`src/sv/assert_macros.svh`:
```
// Assertion macros for the RTL files.
`ifndef ASSERT_MACROS_SVH
`define ASSERT_MACROS_SVH
`ifndef SYNTHESIS
// Checked at every clock edge outside reset.
`define AST_CLK(label, prop) \
	label: assert property (@(posedge clk) disable iff (!arst_n) prop) \
		else $error("assertion failed");
// Checked at every clock edge, reset included.
`define AST_ANY(label, prop) \
	label: assert property (@(posedge clk) prop) \
		else $error("assertion failed");
`else
`define AST_CLK(label, prop)
`define AST_ANY(label, prop)
`endif
`endif

```
`src/sv/si2dec_pkg.sv`:
```
// Types and constants for the signed integer to decimal ASCII converter.
package si2dec_pkg;

	localparam int MagW      = 32;
	localparam int NumDigits = 10;
	localparam int BcdW      = 4 * NumDigits;
	localparam int CntW      = 6;
	localparam int LeftW     = 4;

	localparam logic [7:0] CHAR_ZERO  = 8'd48;
	localparam logic [7:0] CHAR_MINUS = 8'd45;

	typedef enum logic [1:0] {
		ST_IDLE,
		ST_CONV,
		ST_SKIP,
		ST_EMIT
	} state_t;

	typedef struct packed {
		logic start;
		logic shift;
	} bcd_cmd_t;

	typedef struct packed {
		logic busy;
		logic done;
	} bcd_stat_t;

endpackage

```
`src/sv/signed_int_to_decimal_ascii_core.sv`:
```
// Top level: signed 32-bit integer to decimal ASCII character stream.
//
//  channel | signals                          | dir | content
//  --------+----------------------------------+-----+------------------------------
//  input   | in_valid, in_ready, value        | in  | one signed 32-bit integer
//  output  | out_valid, out_ready, character, | out | one ASCII char per transfer,
//          | last                             |     | last marks the final char
//
// Steps: the input transfer, 32 double-dabble shifts and a done flag, one
// shift per leading zero digit dropped (up to 9, at least one digit stays),
// then one character per cycle when not stalled (sign first for negatives).
// One item in flight; in_ready is high only while idle.
// Reset clears the sequencer and the output valid; data registers are not reset.
// Output stalls hold the character register and freeze the digit shift-out.
`include "assert_macros.svh"
module signed_int_to_decimal_ascii_core
	import si2dec_pkg::*;
(
	input  logic              clk,
	input  logic              arst_n,
	input  logic              in_valid,
	output logic              in_ready,
	input  logic signed [31:0] value,
	output logic              out_valid,
	input  logic              out_ready,
	output logic [7:0]        character,
	output logic              last
);

	state_t           state_q, state_d;
	logic [LeftW-1:0] left_q, left_d;     // digits still held in the BCD register
	logic             sign_q, sign_d;     // minus sign still to send
	bcd_cmd_t         cmd;
	bcd_stat_t        stat;
	logic [3:0]       top_digit;
	logic [MagW-1:0]  value_u;
	logic [MagW-1:0]  mag;

	logic             out_valid_q;
	logic [7:0]       char_q;
	logic             last_q;
	logic             load;
	logic [7:0]       char_d;
	logic             last_d;
	logic             out_free;

	// magnitude fits 32 unsigned bits, the most negative value included
	assign value_u = value;
	assign mag     = value_u[MagW-1] ? (~value_u + MagW'(1)) : value_u;

	si2dec_bcd u_bcd (
		.clk       (clk),
		.arst_n    (arst_n),
		.cmd       (cmd),
		.mag       (mag),
		.stat      (stat),
		.top_digit (top_digit)
	);

	// output register frees when empty or being taken
	assign out_free = !out_valid_q || out_ready;

	always_ff @(posedge clk or negedge arst_n) begin
		if (!arst_n) begin
			state_q <= ST_IDLE;
			left_q  <= '0;
			sign_q  <= 1'b0;
		end else begin
			state_q <= state_d;
			left_q  <= left_d;
			sign_q  <= sign_d;
		end
	end

	always_comb begin
		state_d   = state_q;
		left_d    = left_q;
		sign_d    = sign_q;
		cmd.start = 1'b0;
		cmd.shift = 1'b0;
		in_ready  = 1'b0;
		load      = 1'b0;
		char_d    = CHAR_ZERO + {4'd0, top_digit};
		last_d    = 1'b0;
		case (state_q)
			ST_IDLE: begin
				in_ready = 1'b1;
				if (in_valid) begin
					cmd.start = 1'b1;
					left_d    = LeftW'(NumDigits);
					sign_d    = value_u[MagW-1];
					state_d   = ST_CONV;
				end
			end
			ST_CONV: begin
				if (stat.done) begin
					state_d = ST_SKIP;
				end
			end
			ST_SKIP: begin
				// drop leading zeros, keep at least one digit
				if (top_digit == 4'd0 && left_q > LeftW'(1)) begin
					cmd.shift = 1'b1;
					left_d    = left_q - LeftW'(1);
				end else begin
					state_d = ST_EMIT;
				end
			end
			ST_EMIT: begin
				if (out_free) begin
					load = 1'b1;
					if (sign_q) begin
						char_d = CHAR_MINUS;
						sign_d = 1'b0;
					end else begin
						last_d    = (left_q == LeftW'(1));
						cmd.shift = 1'b1;
						left_d    = left_q - LeftW'(1);
						if (left_q == LeftW'(1)) begin
							state_d = ST_IDLE;
						end
					end
				end
			end
			default: begin
				state_d = ST_IDLE;
			end
		endcase
	end

	// output register
	always_ff @(posedge clk or negedge arst_n) begin
		if (!arst_n) begin
			out_valid_q <= 1'b0;
		end else if (load) begin
			out_valid_q <= 1'b1;
		end else if (out_ready) begin
			out_valid_q <= 1'b0;
		end
	end

	always_ff @(posedge clk) begin
		if (load) begin
			char_q <= char_d;
			last_q <= last_d;
		end
	end

	assign out_valid = out_valid_q;
	assign character = char_q;
	assign last      = last_q;

	`AST_CLK(a_done_in_conv, stat.done |-> (state_q == ST_CONV))
	`AST_CLK(a_emit_has_digits, (state_q == ST_EMIT) |-> (left_q != '0))
	`AST_CLK(a_accept_starts, (in_valid && in_ready) |=> (state_q == ST_CONV && stat.busy))
	`AST_CLK(a_last_is_digit, (out_valid && last) |-> (character - CHAR_ZERO < 8'd10))
	`AST_ANY(a_idle_no_work, (state_q == ST_IDLE) |-> (!stat.busy || !arst_n))

endmodule

```
`src/sv/si2dec_bcd.sv`:
```
// Bit-serial binary to BCD converter with a digit shift-out port.
module si2dec_bcd
	import si2dec_pkg::*;
(
	input  logic            clk,
	input  logic            arst_n,
	input  bcd_cmd_t        cmd,
	input  logic [MagW-1:0] mag,
	output bcd_stat_t       stat,
	output logic [3:0]      top_digit
);

	logic [MagW-1:0] bin_q;
	logic [BcdW-1:0] bcd_q;
	logic [BcdW-1:0] adj;
	logic [CntW-1:0] cnt_q;
	logic            busy_q;
	logic            done_q;

	// add-3 on every digit of 5 or more before the shift
	always_comb begin
		for (int i = 0; i < NumDigits; i++) begin
			if (bcd_q[4*i +: 4] >= 4'd5) begin
				adj[4*i +: 4] = bcd_q[4*i +: 4] + 4'd3;
			end else begin
				adj[4*i +: 4] = bcd_q[4*i +: 4];
			end
		end
	end

	always_ff @(posedge clk or negedge arst_n) begin
		if (!arst_n) begin
			busy_q <= 1'b0;
			done_q <= 1'b0;
			cnt_q  <= '0;
		end else begin
			done_q <= busy_q && (cnt_q == CntW'(1));
			if (cmd.start) begin
				busy_q <= 1'b1;
				cnt_q  <= CntW'(MagW);
			end else if (busy_q) begin
				cnt_q <= cnt_q - CntW'(1);
				if (cnt_q == CntW'(1)) begin
					busy_q <= 1'b0;
				end
			end
		end
	end

	always_ff @(posedge clk) begin
		if (cmd.start) begin
			bin_q <= mag;
			bcd_q <= '0;
		end else if (busy_q) begin
			bcd_q <= {adj[BcdW-2:0], bin_q[MagW-1]};
			bin_q <= {bin_q[MagW-2:0], 1'b0};
		end else if (cmd.shift) begin
			bcd_q <= {bcd_q[BcdW-5:0], 4'd0};
		end
	end

	assign stat.busy = busy_q;
	assign stat.done = done_q;
	assign top_digit = bcd_q[BcdW-1 -: 4];

endmodule

```
`config.mk`:
```
export PLATFORM = sky130hd
export DESIGN_NAME = signed_int_to_decimal_ascii_core
export DESIGN_NICKNAME = d
export VERILOG_FILES = /design/src/sv/si2dec_pkg.sv /design/src/sv/signed_int_to_decimal_ascii_core.sv /design/src/sv/si2dec_bcd.sv
export VERILOG_INCLUDE_DIRS = /design/src /design/src/sv
export SDC_FILE = /design/constraint.sdc
export NUM_CORES = 1
export LEC_CHECK = 0
export ABC_AREA = 0
export BUFFER_PORTS_ARGS = -buffer_cell sky130_fd_sc_hd__buf_2
export CAP_MARGIN = 20
export CORE_MARGIN = 4
export CORE_UTILIZATION = 61
export CTS_BUF_LIST = sky130_fd_sc_hd__clkbuf_2
export DETAILED_ROUTE_END_ITERATION = 6
export MAX_ROUTING_LAYER = met4
export PLACE_DENSITY = 0.81
export SETUP_SLACK_MARGIN = 0.3
export SYNTH_ARGS = -nofsm -noshare
export SYNTH_HDL_FRONTEND = slang
export SYNTH_HIERARCHICAL = 1
export SYNTH_SLANG_ARGS = --single-unit
```
`constraint.sdc`:
```
create_clock -name clk -period 6.45 [get_ports clk]
set_clock_uncertainty 0.15 [all_clocks]
set_input_delay 0.3225 -clock clk [delete_from_list [all_inputs] [get_ports clk]]
set_output_delay 0.3225 -clock clk [all_outputs]
set_load 0.02 [all_outputs]
```
==> results of run 1 <==
## per-stage QoR
| stage | utilization | hold slack, ns | cell area [µm²] | total power, mW | cells |
|---|---|---|---|---|---|
| 2_1_floorplan | - | -0.123 | 5750 | 2.32 | 576 |
| 3_3_place_gp | 0.648 | 0.101 | 5960 | 2.54 | 698 |
| 3_5_place_dp | 0.648 | 0.112 | 5960 | 2.63 | 698 |
| 4_1_cts | 0.674 | 0.00613 | 6190 | 3.04 | 719 |
| 5_1_grt | 0.675 | 0.00700 | 6200 | 3.30 | 720 |
| 6_report | 0.675 | 0.0508 | 6200 | 3.03 | 720 |
## critical path: stages (launching register included)
cell     delay [ns]
dfrtp_1        0.47
inv_1          0.10
ha_1           0.23
and2_2         0.16
buf_4          0.69
nor2_1         0.32
inv_1          0.11
buf_4          0.47
## area by class of cell
cell class,instances,share of cell area
sequential,94,0.377
clock inverter,7,0.0228
multi-input combinational,411,0.500
timing repair buffer,53,0.0492
inverter,35,0.0212
tap,111,0.0224
clock buffer,9,0.00726
## placed cells by master (no fill, tap or decap), types with 4 or more instances in the layout
master and count:
buf_4 4, mux2i_1 12, a211oi_1 19, o311ai_0 6
clkbuf_2 9, mux2_2 39, o21ai_0 33, xnor2_1 32
bufinv_16 4, ha_1 29, o31ai_1 8, nand4b_1 19
nor3b_1 10, dfrtp_1 16, nor2_1 24, o41ai_1 4
a21oi_1 34, dfxtp_1 40, edfxtp_1 38, or4_1 5
o221ai_1 12, or2_2 4, inv_1 34, nor3_1 19
buf_2 43, nand2b_1 17, a32oi_1 9, nand2_1 21
or3_1 15, dlygate4sd3_1 6, nor2b_1 4
## state kept, by name, indices dropped and copies added (netlist names)
name	cells
u_bcd/bcd_q	40
u_bcd/bin_q	32
u_bcd/cnt_q	6
character	5
left_q	4
state_q	2
last	1
out_valid	1
sign_q	1
u_bcd/busy_q	1
u_bcd/done_q	1
## worst paths after layout
kind | start | endpoint | slack [ns] | cells past startpoint
worst min register to register | u_bcd/bin_q[31] | u_bcd/bcd_q[0] | 0.38 | 2
worst max register to register | state_q[1] | u_bcd/bin_q[2] | 3.32 | 7
max in group asynchronous | arst_n | u_bcd/cnt_q[0] | 4.48 | 4
worst min-delay path | value[29] | u_bcd/bin_q[29] | 0.05 | 3
worst max-delay path | state_q[1] | u_bcd/bin_q[2] | 3.32 | 7
min in group asynchronous | arst_n | state_q[0] | 0.47 | 3
## per-layer routing
metal	part of all wire	track usage	vias up	routed length [µm]
met4	0.013	0.0703	0	148
met2	0.50	0.348	85	5760
met1	0.45	0.295	2139	5210
met5	0	-	-	0
met3	0.040	0.0309	15	469
li1	-	-	2197	-
## power breakdown
group / internal [mW] / switching (mW) / leakage [nW]
Clock: 0.207 / 0.197 / 0.105
Sequential: 0.963 / 0.217 / 0.917
Combinational: 0.652 / 0.797 / 1.35
==> out/metrics.csv, run 1 <==
stage,metric,value,unit
critical_path,worstPathRequired,6.50,ns
floorplanning,die_h,105,µm
power_and_ir_drop,p_per_area,489,nW/µm²
place,port-buffer-count,43,
global_route,gr-usage-all-layers,0.221,
routing,avgViaCountPerCell,6.16,
sta,tightestPinTransition,0.953,ns
logic_synthesis,synth_area,5750,µm²
finish,multi_input_area,3100,µm²
floorplanning,core_area,9200,µm²
cts,cts_sinks,94,
sta,hold_viol,0,
critical_path,cp_max_fo,95,
finish,nFillCells,695,
sta,rsz0062_at_grt,no,
cts,insertion_delay,0.54,ns
routing,first_iter_violations,295,
cts,cts_buffer_depth,2,
logic_synthesis,postSynthAreaPerCell,10.0,µm²
global_route,grt_start_max_net_pins,96,
cts,cts_resized,0,
global_route,grt_pass1_vias,4272,
cts,hold_buffers,5,
routing,vias,4436,
run_status,status,completed,
sta,slew_viol_final,0,
routing,drc_errors,0,
critical_path,critical_path_class,reg -> reg,
sta,relSlewSlack,0.365,
floorplanning,die_x,105,µm
logic_synthesis,syn_inst,575,
sta,fmax,319,MHz
min_path,hold_class,in -> reg,
cts,post_cts_buffers,0,
floorplanning,initial_core_util,0.625,
routing,wl_per_cell,16.1,µm
routing,ant_nets,0,
critical_path,startpoint_type,flip-flop,
floorplanning,die_area,11000,µm²
critical_path,cp-end-kind,flip-flop,
sta,min_period,3.13,ns
sta,setup_viol,0,
finish,ff_latch_area,2340,µm²
routing,firstDrtPassIters,5,
routing,wirelength,11600,µm
cts,numCtsBuffers,9,
floorplanning,io_pins,47,
cts,cts_tree,yes,
finish,final_nets,669,
cts,clkTransAtPathRegs,0.26,ns
logic_synthesis,yosysWarningCount,6,
global_route,antenna_found_initial,0,
place,dp_worst_setup_slack,3.22,ns
global_route,grt_overflow,0,
job,maxCapViolCount,0,
sta,worst_slack,3.32,ns
cts,clock-root-buffer,clkbuf_2,
place,hpwl,7560,µm
sta,tns,0,ns
sta,period_share,0.486,
power_and_ir_drop,leakage,2.38,nW
finish,drive_above_1_share,0.194,
power_and_ir_drop,vdd_drop_max,0.263,mV
global_route,grt_pass1_wl,20000,µm
place,globalplace.congestion,0.894,
finish,syn_to_final_growth,7.95,%
floorplanning,fp-row-count,35,
finish,diodes,0,
cts,cts_htree_levels,3,
critical_path,arrival,3.18,ns
Power figures use the tool's default switching activity.
==> run 2, diff against run 1 <==
Settings changed: CORE_UTILIZATION 61 to 56, PLACE_DENSITY 0.81 to 0.78.
Clock period 6.45 ns to 2.65 ns, I/O delays scaled along.
==> run 2 against run 1 <==
Flip-flop and latch count unchanged; critical path depth up 2; sequential power up 150%; global-route usage up 1.6 points; critical endpoint is now u_bcd/bin_q[27]; via count up 8.7%; clock-buffer cell count up 1; wire length up 15%; hold slack better by 0.0018 ns; largest cell class unchanged; design area up 9.5%; non-clock buffer count up 59.
==> out/metrics.csv, run 2 (synthesized netlist as in run 1, its figures left out) <==
stage,metric,value,unit,change
run_status,status,completed,,unchanged
job,maxCapViolCount,0,,unchanged
cts,clock-root-buffer,clkbuf_2,,unchanged
critical_path,startpoint_type,input port,,was flip-flop
sta,setup_viol,0,,unchanged
floorplanning,initial_core_util,0.583,,was 0.625
floorplanning,io_pins,47,,unchanged
floorplanning,die_area,11900,µm²,was 11000 µm²
critical_path,arrival,2.52,ns,was 3.18 ns
finish,regMostFlops,u_bcd/bcd_q,,unchanged
global_route,grt_pass1_wl,22100,µm,was 20000 µm
routing,drc_errors,0,,unchanged
place,port-buffer-count,43,,unchanged
sta,tightestPinTransition,0.740,ns,was 0.953 ns
global_route,grt_start_max_net_pins,95,,was 96
global_route,grt_pass1_vias,4793,,was 4272
finish,final_nets,728,,was 669
global_route,antenna_found_initial,1,,was 0
power_and_ir_drop,finalPower,7.40,mW,was 3.03 mW
critical_path,cp-end-kind,flip-flop,,unchanged
routing,wirelength_met1,5700,µm,was 5210 µm
cts,insertion_delay,0.57,ns,was 0.54 ns
power_and_ir_drop,leakage,2.64,nW,was 2.38 nW
finish,largest_reg_flops,40,,unchanged
routing,met2_length,6720,µm,was 5760 µm
place,dp_worst_setup_slack,-0.290,ns,was 3.22 ns
finish,reg_top3,"u_bcd/bcd_q (40), u_bcd/bin_q (32), u_bcd/cnt_q (6)",,unchanged
sta,hold_viol,0,,unchanged
critical_path,worstPathRequired,2.84,ns,was 6.50 ns
sta,hold-worst-slack,0.0526,ns,was 0.0508 ns
sta,min_period,2.33,ns,
sta,relSlewSlack,0.505,,was 0.365
finish,nFillCells,705,,was 695
finish,drive_above_1_share,0.247,,was 0.194
finish,mostFrequentLayoutCell,buf_2,,unchanged
sta,period_share,0.877,,
floorplanning,fp-row-count,36,,was 35
power_and_ir_drop,p_per_area,1090,nW/µm²,was 489 nW/µm²
routing,wl_per_cell,16.7,µm,was 16.1 µm
floorplanning,core_area,9860,µm²,was 9200 µm²
sta,slew_viol_final,0,,unchanged
critical_path,cp_max_fo,5,,was 95
sta,worst_slack,0.325,ns,was 3.32 ns
finish,layout_common_cells,"buf_2, dfxtp_1, mux2_2, edfxtp_1, dlygate4sd3_1",,"was buf_2, dfxtp_1, mux2_2"
power_and_ir_drop,vdd_drop_max,0.664,mV,was 0.263 mV
floorplanning,die_h,109,µm,was 105 µm
routing,wirelength,13400,µm,was 11600 µm
global_route,gr-usage-all-layers,0.236,,was 0.221
cts,cts_buffer_depth,2,,unchanged
routing,firstDrtPassIters,5,,unchanged
cts,cts_htree_levels,3,,unchanged
routing,vias,4822,,was 4436
routing,routed.top_layer,met4,,unchanged
sta,tns,0,ns,unchanged
sta,rsz0062_at_grt,yes,,was no
cts,cts_sinks,94,,unchanged
min_path,hold_class,in -> reg,,unchanged
critical_path,critical_path_class,in -> reg,,was reg -> reg
place,hpwl,8330,µm,was 7560 µm
finish,postLayoutCellArea,6790,µm²,was 6200 µm²
routing,wl_met3,586,µm,was 469 µm
place,globalplace.congestion,0.850,,was 0.894
floorplanning,die_x,109,µm,was 105 µm
routing,first_iter_violations,333,,was 295
sta,fmax,430,MHz,
cts,cts_tree,yes,,unchanged
cts,numCtsBuffers,9,,unchanged
cts,clkTransAtPathRegs,0.22,ns,was 0.26 ns
routing,ant_nets,0,,unchanged
finish,syn_to_final_growth,18.2,%,was 7.95%
place,place_area,6210,µm²,was 5960 µm²
routing,avgViaCountPerCell,6.01,,was 6.16
global_route,grt_overflow,0,,unchanged
==> run 2: cell count changes in the layout (fill, tap and decap cells not counted), moves of 4 or more <==
cell           delta
o31ai_2           +4
o21ai_0           -4
bufinv_16         -4
o31ai_1           -4
dlygate4sd3_1    +28
buf_4            +26
==> run 2: what timing repair did <==
| action | CTS | global route |
|---|---|---|
| hold endpoints to repair | 52 | 0 |
| setup buffers | 1 | 7 |
| gates resized for setup | 5 | 22 |
| pin swaps | 1 | 7 |
| setup endpoints to repair | 61 | 37 |
| hold buffers | 35 | 0 |
==> run 2: cell type report <==
type | count | area (µm²) | share of cell area
multi-input combinational | 411 | 3210 | 0.473
sequential | 94 | 2340 | 0.345
timing repair buffer | 112 | 860 | 0.127
tap | 133 | 166 | 0.0245
inverter | 35 | 131 | 0.0193
clock buffer | 10 | 50.0 | 0.00737
clock inverter | 6 | 27.5 | 0.00405
antenna | 1 | 2.50 | 0.000368
==> run 2: worst paths after layout <==
| check | endpoint | cells past startpoint | startpoint | slack (ns) |
|---|---|---|---|---|
| max | u_bcd/bin_q[27] | 9 | value[18] | 0.32 |
| min | u_bcd/bin_q[4] | 4 | value[4] | 0.05 |
| max reg2reg | u_bcd/bcd_q[22] | 7 | state_q[0] | 0.38 |
| min reg2reg | u_bcd/bcd_q[39] | 2 | u_bcd/bcd_q[39] | 0.39 |
| max in group asynchronous | u_bcd/busy_q | 3 | arst_n | 1.34 |
| min in group asynchronous | sign_q | 3 | arst_n | 0.50 |
==> run 2: report_power, final <==
part / internal [mW] / leakage [nW] / switching [mW]
combinational: 1.85 / 1.67 / 2.03
clock: 0.116 / 0.0585 / 0.470
sequential: 2.34 / 0.917 / 0.592
==> run 2: through the flow <==
stage / utilization / std cells
final: 0.689 / 802
after global routing: 0.689 / 802
after CTS: 0.675 / 794
after detailed placement: 0.629 / 742
after global placement: 0.629 / 742
after floorplan: - / 576
==> run 2: critical path: stages <==
cell,delay (ns)
buf_2,0.10
dlygate4sd3_1,0.55
buf_4,0.14
or4_1,0.54
nor3_1,0.20
nand3_2,0.18
o31ai_2,0.29
xnor2_1,0.10
mux2_2,0.28
==> run 2: layer usage <==
layer,vias to the layer above,GRT usage
met1,2342,0.288
met2,132,0.408
met3,37,0.0270
li1,2311,-
met5,-,-
met4,0,0.0810
==> run 3, diff against run 2 <==
Settings changed: CORE_MARGIN 4 to unset.
==> run 3 against run 2 <==
Clock-buffer cell count is 1 lower; sequential share of layout area is 0.14 points lower; sequential power hardly changed; flip-flop and latch count stayed put; non-clock buffer count is 8 higher; setup slack worse by 0.068 ns; die area is 11% lower; design area is 0.35% higher; combinational power is 2% higher; cell count is 0.87% higher; largest power group unchanged.
==> out/metrics.csv, run 3 (synthesized netlist as in run 1, its figures left out) <==
stage,metric,value,unit,change
finish,reg_top3,"u_bcd/bcd_q (40), u_bcd/bin_q (32), u_bcd/cnt_q (6)",,unchanged
min_path,hold_class,in -> reg,,unchanged
sta,hold-worst-slack,0.0535,ns,was 0.0526 ns
cts,cts_buffer_depth,2,,unchanged
critical_path,worstPathRequired,2.92,ns,was 2.84 ns
finish,layout_common_cells,"buf_2, dfxtp_1, mux2_2, dlygate4sd3_1, edfxtp_1",,"was buf_2, dfxtp_1, mux2_2, edfxtp_1, dlygate4sd3_1"
critical_path,cp_max_fo,4,,was 5
finish,diodes,0,,was 1
cts,cts_sinks,94,,unchanged
sta,hold_viol,0,,unchanged
critical_path,cp-end-kind,flip-flop,,unchanged
place,dp_cells,746,,was 742
global_route,grt_start_max_net_pins,62,,was 95
floorplanning,fp-row-count,36,,unchanged
finish,drive_above_1_share,0.238,,was 0.247
sta,worst_slack,0.257,ns,was 0.325 ns
finish,largest_reg_flops,40,,unchanged
routing,first_iter_violations,271,,was 333
critical_path,arrival,2.66,ns,was 2.52 ns
floorplanning,core_area,9860,µm²,unchanged
cts,insertion_delay,0.61,ns,was 0.57 ns
job,maxCapViolCount,0,,unchanged
cts,clock-root-buffer,clkbuf_2,,unchanged
routing,vias,4865,,was 4822
floorplanning,die_x,103,µm,was 109 µm
sta,period_share,0.903,,was 0.877
routing,wirelength,13500,µm,was 13400 µm
run_status,status,completed,,unchanged
routing,avgViaCountPerCell,6.01,,about the same
finish,mostFrequentLayoutCell,buf_2,,unchanged
cts,cts_htree_levels,3,,unchanged
critical_path,critical_path_class,in -> reg,,unchanged
finish,final_nets,736,,was 728
power_and_ir_drop,vdd_drop_max,0.591,mV,was 0.664 mV
critical_path,rrSetupSlack,0.34,ns,was 0.38 ns
place,dp_worst_setup_slack,-0.308,ns,was -0.290 ns
global_route,gr-usage-all-layers,0.277,,was 0.236
place,hpwl,8520,µm,was 8330 µm
sta,tightestPinTransition,0.739,ns,was 0.740 ns
global_route,grt_pass1_vias,4772,,was 4793
place,port-buffer-count,43,,unchanged
routing,firstDrtPassIters,5,,unchanged
global_route,grt_pass1_wl,22100,µm,about the same
sta,min_period,2.39,ns,was 2.33 ns
sta,slew_viol_final,0,,unchanged
finish,regMostFlops,u_bcd/bcd_q,,unchanged
place,globalplace.congestion,0.844,,was 0.850
global_route,grt_overflow,0,,unchanged
floorplanning,die_area,10700,µm²,was 11900 µm²
finish,stdcell_count,809,,was 802
finish,syn_to_final_growth,18.6,%,was 18.2%
cts,numCtsBuffers,9,,unchanged
power_and_ir_drop,leakage,2.66,nW,was 2.64 nW
cts,clkTransAtPathRegs,0.27,ns,was 0.22 ns
routing,ant_nets,0,,unchanged
sta,relSlewSlack,0.506,,was 0.505
floorplanning,initial_core_util,0.583,,unchanged
floorplanning,io_pins,47,,unchanged
routing,wl_per_cell,16.7,µm,about the same
sta,fmax,418,MHz,was 430 MHz
power_and_ir_drop,p_per_area,1100,nW/µm²,was 1090 nW/µm²
sta,rsz0062_at_grt,yes,,unchanged
critical_path,startpoint_type,input port,,unchanged
global_route,antenna_found_initial,0,,was 1
routing,drc_errors,0,,unchanged
finish,nFillCells,730,,was 705
sta,setup_viol,0,,unchanged
cts,cts_tree,yes,,unchanged
floorplanning,die_h,103,µm,was 109 µm
-- run 3: worst paths after layout --
check                                     start              end  depth (start not counted)
worst max-delay path                  value[11]  u_bcd/bin_q[28]                          7
worst min-delay path                  value[13]  u_bcd/bin_q[19]                          5
worst max register to register        left_q[1]       state_q[1]                          7
worst min register to register  u_bcd/bin_q[31]   u_bcd/bcd_q[0]                          2
max in group asynchronous                arst_n   u_bcd/cnt_q[3]                          3
min in group asynchronous                arst_n   u_bcd/cnt_q[0]                          3
-- run 3: through the flow --
step	util	TNS (ns)	area (µm²)	power, mW
final	0.691	0	6820	7.50
after global routing	0.691	0	6820	8.10
after CTS	0.683	0	6730	7.33
after detailed placement	0.631	-1.45	6220	6.59
after global placement	0.631	-0.983	6220	6.35
after floorplan	-	-0.141	5780	5.65
-- run 3: critical path, cell delays in order --
cell and delay, ns:
dlygate4sd3_1 0.55, buf_2 0.17, or4_4 0.56, or4_4 0.56, o41ai_2 0.32, xnor2_1 0.11
mux2_2 0.27
-- run 3: per-layer routing --
layer  GRT usage  vias up  part of all wire
met5           -        -                 0
met4      0.0943        0             0.017
met3      0.0632       24             0.050
met2       0.464      143              0.50
met1       0.329     2374              0.44
li1            -     2324                 -
-- run 3: where the power goes --
| part | internal, mW | total (mW) | leakage (nW) | switching (mW) |
|---|---|---|---|---|
| clock | 0.125 | 0.638 | 0.0559 | 0.513 |
| sequential | 2.34 | 2.91 | 0.917 | 0.570 |
| combinational | 1.87 | 3.95 | 1.69 | 2.08 |
| total | 4.33 | 7.50 | 2.66 | 3.17 |
-- run 3: layout make-up --
| cell class | instances | area [µm²] | share of cell area |
|---|---|---|---|
| tap | 133 | 166 | 0.0244 |
| multi-input combinational | 411 | 3150 | 0.462 |
| timing repair buffer | 120 | 932 | 0.137 |
| inverter | 35 | 131 | 0.0193 |
| sequential | 94 | 2340 | 0.344 |
| clock inverter | 7 | 50.0 | 0.00734 |
| clock buffer | 9 | 45.0 | 0.00661 |
-- run 3: repair_timing --
item | 4_1_cts | 5_1_grt
endpoints found under the hold margin | 62 | 0
buffers inserted | 2 | 5
cloned | 0 | 1
hold buffers | 39 | 0
pin swaps | 1 | 1
endpoints found under the setup margin | 27 | 19
resized for setup | 3 | 7
